$ cat src/sv/mma_div.sv
// Restoring divider, one quotient bit per cycle; a zero divisor gives zero.
module mma_div #(
  parameter int NUM_W = 64,
  parameter int DEN_W = 64
) (
  input  logic             clk,
  input  logic             rst,
  input  logic             start,
  input  logic [NUM_W-1:0] num,
  input  logic [DEN_W-1:0] den,
  output logic             busy,
  output logic             done,
  output logic [NUM_W-1:0] quo
);

  localparam int CNT_W = $clog2(NUM_W + 1);

  logic [CNT_W-1:0] cnt;
  logic [DEN_W-1:0] rem;
  logic [NUM_W-1:0] q;
  logic [DEN_W-1:0] d;
  logic             dz;
  logic [DEN_W:0]   shifted;
  logic [DEN_W:0]   diff;
  logic             ge;

  assign shifted = {rem, q[NUM_W-1]};
  assign diff    = shifted - {1'b0, d};
  assign ge      = shifted >= {1'b0, d};
  assign quo     = dz ? '0 : q;

  always_ff @(posedge clk) begin
    if (rst) begin
      busy <= 1'b0;
      done <= 1'b0;
      cnt  <= '0;
    end else begin
      done <= 1'b0;
      if (start) begin
        busy <= 1'b1;
        cnt  <= CNT_W'(NUM_W);
      end else if (busy) begin
        cnt <= cnt - CNT_W'(1);
        if (cnt == CNT_W'(1)) begin
          busy <= 1'b0;
          done <= 1'b1;
        end
      end
    end
  end

  always_ff @(posedge clk) begin
    if (start) begin
      rem <= '0;
      q   <= num;
      d   <= den;
      dz  <= den == '0;
    end else if (busy) begin
      rem <= ge ? diff[DEN_W-1:0] : shifted[DEN_W-1:0];
      q   <= {q[NUM_W-2:0], ge};
    end
  end

endmodule

$ cat config.mk
export PLATFORM = sky130hd
export DESIGN_NAME = mma_div
export DESIGN_NICKNAME = d
export VERILOG_FILES = /design/src/sv/mma_div.sv
export SDC_FILE = /design/constraint.sdc
export NUM_CORES = 1
export LEC_CHECK = 0
export BUFFER_PORTS_ARGS = -buffer_cell sky130_fd_sc_hd__buf_4
export CAP_MARGIN = 15
export CORE_ASPECT_RATIO = 2
export CORE_MARGIN = 2
export CORE_UTILIZATION = 25
export DETAILED_ROUTE_END_ITERATION = 8
export GPL_TIMING_DRIVEN = 0
export PLACE_DENSITY_LB_ADDON = 0.05
export SYNTH_ARGS = -nofsm -noshare
export SYNTH_HDL_FRONTEND = slang
export SYNTH_SLANG_ARGS = --single-unit
export TNS_END_PERCENT = 30
$ cat constraint.sdc
create_clock -name clk -period 7.65 [get_ports clk]
set_clock_uncertainty 0.05 [all_clocks]
set_input_delay 1.1475 -clock clk [delete_from_list [all_inputs] [get_ports clk]]
set_output_delay 1.1475 -clock clk [all_outputs]
set_load 0.02 [all_outputs]
### Yosys cells after proc, flatten, opt, wreduce, memory -nomap -nowiden

Cells that the tools add are included.

* $lt $le $gt $ge: 1
* equal/unequal tests: 1
* reduce and logical (&&, ||, !) cells: 4
* bitwise gates (word level): 1
* add/subtract/negate cells: 2
* multiplexer cells: 10

Operators with widths (number)
* 2-to-1 mux 64 bit: 4
* >= comparator 65 x 64 -> 1 bit: 1
* logical NOT 64 bit: 1
* subtractor 64 bit: 1
* 2-to-1 mux 7 bit: 2
* equality test 7 x 1 -> 1 bit (second input constant): 1
* subtractor 7 x 1 -> 7 bit (second input constant): 1
* 2-to-1 mux 1 bit: 4
* OR reduction 3 bit: 1
* nonzero test 2 bit: 1
* OR reduction 2 bit: 1
* NOT 1 bit: 1

* word-level logic and storage cells: 27
* bits of input ports: 131
* output and inout bits: 66
* register bits after elaboration: 202

### Longest topological paths before layout

* depth after elaboration: 4
* depth in mapped cells: 16
* depth with buffers taken out: 13

### Worst setup path before layout

Ideal clock, no wire load.

* kind: input to register
* start point: in start
* end point: reg q[0], enable pin
* stages: 3
* setup slack: 4372 ps
* path buffers: 1
* data required time: 7182 ps
* arrival time: 2810 ps
* setup time: 418 ps
* path through: clkbuf_1 -> nor2_1 -> inv_1

* word-level cells in the longest chain between the ends: 1

Ends and longest elaborated chain
* from (decl): line 8 `input logic start,`
* nonzero test 2 bit (no line)
* to (signal assigned): line 55 `q <= num;`
* to (signal assigned): line 60 `q <= {q[NUM_W-2:0], ge};`
* to (decl): line 20 `logic [NUM_W-1:0] q;`

No other way between the ends.
A chain may end at the register's enable or synchronous reset.

### Worst setup path after layout

* start point: reg d[22]
* end point: reg rem[7]

* word-level cells in the longest chain between the ends: 2

Ends and longest elaborated chain
* from (decl): line 21 `logic [DEN_W-1:0] d;`
* from (signal assigned): line 56 `d <= den;`
* >= comparator 65 x 64 -> 1 bit: line 29 `assign ge = shifted >= {1'b0, d};`
* 2-to-1 mux 64 bit: line 59 `rem <= ge ? diff[DEN_W-1:0] : shifted[DEN_W-1:0];`
* to (signal assigned): line 59
* to (decl): line 19 `logic [DEN_W-1:0] rem;`

No other way between the ends.

==> out/qor.yml <==
irDropWorstVdd_v: 0.000206
die_area_mm2: 0.0522
multiInputGateArea_mm2: 0.00656
ios: 197
met1_usage: 0.167
max_stage_delay_ns: 0.93
reg2reg_depth: 15
whs_ns: 0.447
htreeDepth: 1
port_buffers: 196
routed-via-count: 10700
maxSlewViolCount: 0
power.internal_w: 0.00232
worstSetupEndpointType: "register"
post_drt_via_cell_ratio: 4.83
worstReg2RegEnd: "rem[7]$_SDFFE_PP0P_"
synth.cell_area_mm2: 0.0126
combPwrFrac: 0.266
holdBufCountCts: 0
rrSetupSlack_ns: 3.04
core_mm2: 0.0498
cp_top_family: "compound AO/OA/AOI/OAI gates"
max_freq_mhz: 217
clkPwrFrac: 0.349
crit_required_ns: 8.03
whs_path_depth: 2
clock_path_buffers: 3
yosysSeqAreaShare: 0.425
area.growth.synth_to_final_pct: 24.8
synth_edf_count: 129
synth_top_family_by_area: "compound AO/OA/AOI/OAI gates"
fillerInstances: 5264
crit_path_top_delay_cell: "a211oi_1"
finalPower_w: 0.00344
overflow: 0
wl_per_cell_um: 20.9
syn-num-nets: 1529
arrival_ns: 4.98
met2_usage: 0.369
root_buffer: "clkbuf_16"
die_x_um: 162
first_pass_iters: 5
crit_path_cell_trace: "inv_1 -> ha_1 -> buf_2 -> a21oi_1 -> o21ai_0 -> a32oi_1 -> a21oi_1 -> a211oi_1 -> o21ai_1 -> a31oi_1 -> buf_2 -> buf_2 -> nor2_1 -> a21oi_1 -> a211oi_1"
synth_area_leaders: "edfxtp_1, dfxtp_1, ha_1"
yosys.cell_count.top_type: "nor2_1"
drt_iter0_drc: 392
antenna_left: 0
wl_um: 46400
pre_cts_slack_ns: 3.05
async_flop_share: 0
worst_pin_slew_ns: 1.11
critPathMaxFanout: 10
switching_share: 0.326
busiest_layer: "met2"
reg2reg_from: "d[22]$_DFFE_PP_"
initial_core_util: 0.252
route.detailed.drc: 0
synth_cells: 1331
path_class: "reg2reg"
cts_buffers: 24
seq_power_share: 0.385
report.final.setup_viol: 0
layout_worst_path_cycle_share: 0.602
tritoncts: "built"
synth_top_area_frac: 0.308
hold_violations: 0
grt_max_degree: 70
synth_compound_area_frac: 0.177
fin_crit_ns: 4.61
globalRouteMet3Util: 0.0276
dp_hpwl_um: 36500
switching_power_w: 0.00112
synthMuxAreaShare: 0.0748
track_usage: 0.176
yosysWarnings: 0
grt_first_pass_wirelength_um: 69600
place_congestion: 0.825
cp-startpoint: "d[22]$_DFFE_PP_"
die_h_um: 321
synth_xor_area_frac: 0.0432
min_to: "cnt[1]$_SDFFE_PP0P_"
fp-row-count: 116
setup_tns_ns: 0
area.sequential_mm2: 0.00534
setup_ws_ns: 3.04
status: "completed"
synthTopCellsByCount: "nor2_1, edfxtp_1, a21oi_1"
startpoint_type: "register"
hold_start: "cnt[1]$_SDFFE_PP0P_"
insertion_delay_ns: 0.57
slew_headroom: 0.258
grt_pass1_vias: 11500
crit_buf_inv: 4
cts_sinks: 202
cts_setup_buffers: 0
synthAdderAreaFrac: 0.0673
antenna_found_initial: 0
synth_top_area_cell: "edfxtp_1"
p_per_area_mw_per_mm2: 219
avgSynthCellArea_um2: 9.44
rsz0062_at_grt: "no"
yosys.area_share.simple: 0.159
ys_ff_latch: 202
worstHoldPathType: "reg2reg"
cts_resized: 0
num-nets-final: 1752
diodes: 0
clk_pin_slew_ns: 0.06
power.leakage_nw: 6.50
maxCapViolations: 0
synth_cell_types: 66
synthFlopType: "edfxtp_1"
drive_gt1_frac: 0.209
[power groups by stage]
stage | clock network, W | registers (W) | logic [W]
after floorplan | 0 | 0.00133 | 0.000603
after global placement | 0 | 0.00135 | 0.000926
after detailed placement | 0 | 0.00135 | 0.000928
after CTS | 0.00126 | 0.00132 | 0.000933
after global routing | 0.00129 | 0.00134 | 0.00101
final | 0.00120 | 0.00132 | 0.000916
[layer usage]
| metal | up-vias | wire, um |
|---|---|---|
| met3 | 49 | 2070 |
| met1 | 5144 | 16000 |
| met5 | - | 0 |
| met2 | 249 | 27000 |
| li1 | 5282 | - |
| met4 | 0 | 1380 |
[worst reg2reg max path: stages (launching register included)]
cell,delay (ns)
edfxtp_1,0.38
inv_1,0.10
ha_1,0.22
buf_2,0.18
a21oi_1,0.20
o21ai_0,0.16
a32oi_1,0.31
a21oi_1,0.18
a211oi_1,0.93
o21ai_1,0.43
a31oi_1,0.24
buf_2,0.24
buf_2,0.29
nor2_1,0.08
a21oi_1,0.34
a211oi_1,0.14
[worst max path at each step]
stage,to,slack [ns],cells past startpoint
2_1_floorplan,q[0]$_DFFE_PP_,4.37,3
3_3_place_gp,q[59]$_DFFE_PP_,1.80,4
3_5_place_dp,rem[63]$_SDFFE_PP0P_,3.05,5
4_1_cts,rem[7]$_SDFFE_PP0P_,3.16,15
5_1_grt,rem[7]$_SDFFE_PP0P_,2.98,15
6_report,rem[7]$_SDFFE_PP0P_,3.04,15
[cell type report]
class	count	area share
flip-flops and latches	202	0.340
well taps	649	0.0518
plain buffers	72	0.0205
multi-input cells	964	0.419
inverters	93	0.0224
clock inverters	12	0.00798
clock buffers	32	0.0428
repair buffers	197	0.0956
[sequential cells by signal, indices dropped and copies added (netlist names)]
signal / flops
busy: 1
cnt: 7
d: 64
done: 1
dz: 1
q: 64
rem: 64
[per-stage QoR]
| step | util | instance area, um2 | cells |
|---|---|---|---|
| finish | 0.315 | 15700 | 2221 |
| global route | 0.315 | 15700 | 2221 |
| CTS | 0.315 | 15700 | 2221 |
| floorplan | - | 12600 | 1331 |
| global placement | 0.298 | 14800 | 2176 |
| detailed placement | 0.299 | 14900 | 2177 |
[kinds of logic after synthesis]
group | after synthesis
simple gates | 405
compound gates | 344
flops | 202
buf+inv | 165
mux | 86
fa+ha+maj | 67
xor+xnor | 62
[layout by cell type (no fill, tap or decap), types with 4 or more instances in the layout]
master,instances
a211oi_1,59
a21o_1,28
a21oi_1,110
a31oi_1,13
a32oi_1,6
a41oi_1,4
and2_1,4
and3_1,14
buf_2,14
buf_4,201
clkbuf_1,55
clkbuf_16,24
clkbuf_8,4
clkinv_2,5
dfxtp_1,73
edfxtp_1,129
ha_1,66
inv_1,92
mux2_2,63
mux2i_1,23
nand2_1,70
nand2b_1,10
nand3_1,21
nand4_1,21
nor2_1,138
nor2b_1,66
nor3_1,18
nor3b_1,4
nor4_1,21
o211ai_1,5
o21a_1,11
o21ai_0,56
o21bai_1,12
o31a_1,4
o31ai_1,6
xnor2_1,37
xor2_1,25
No activity file was read; power rests on OpenSTA's default activity.
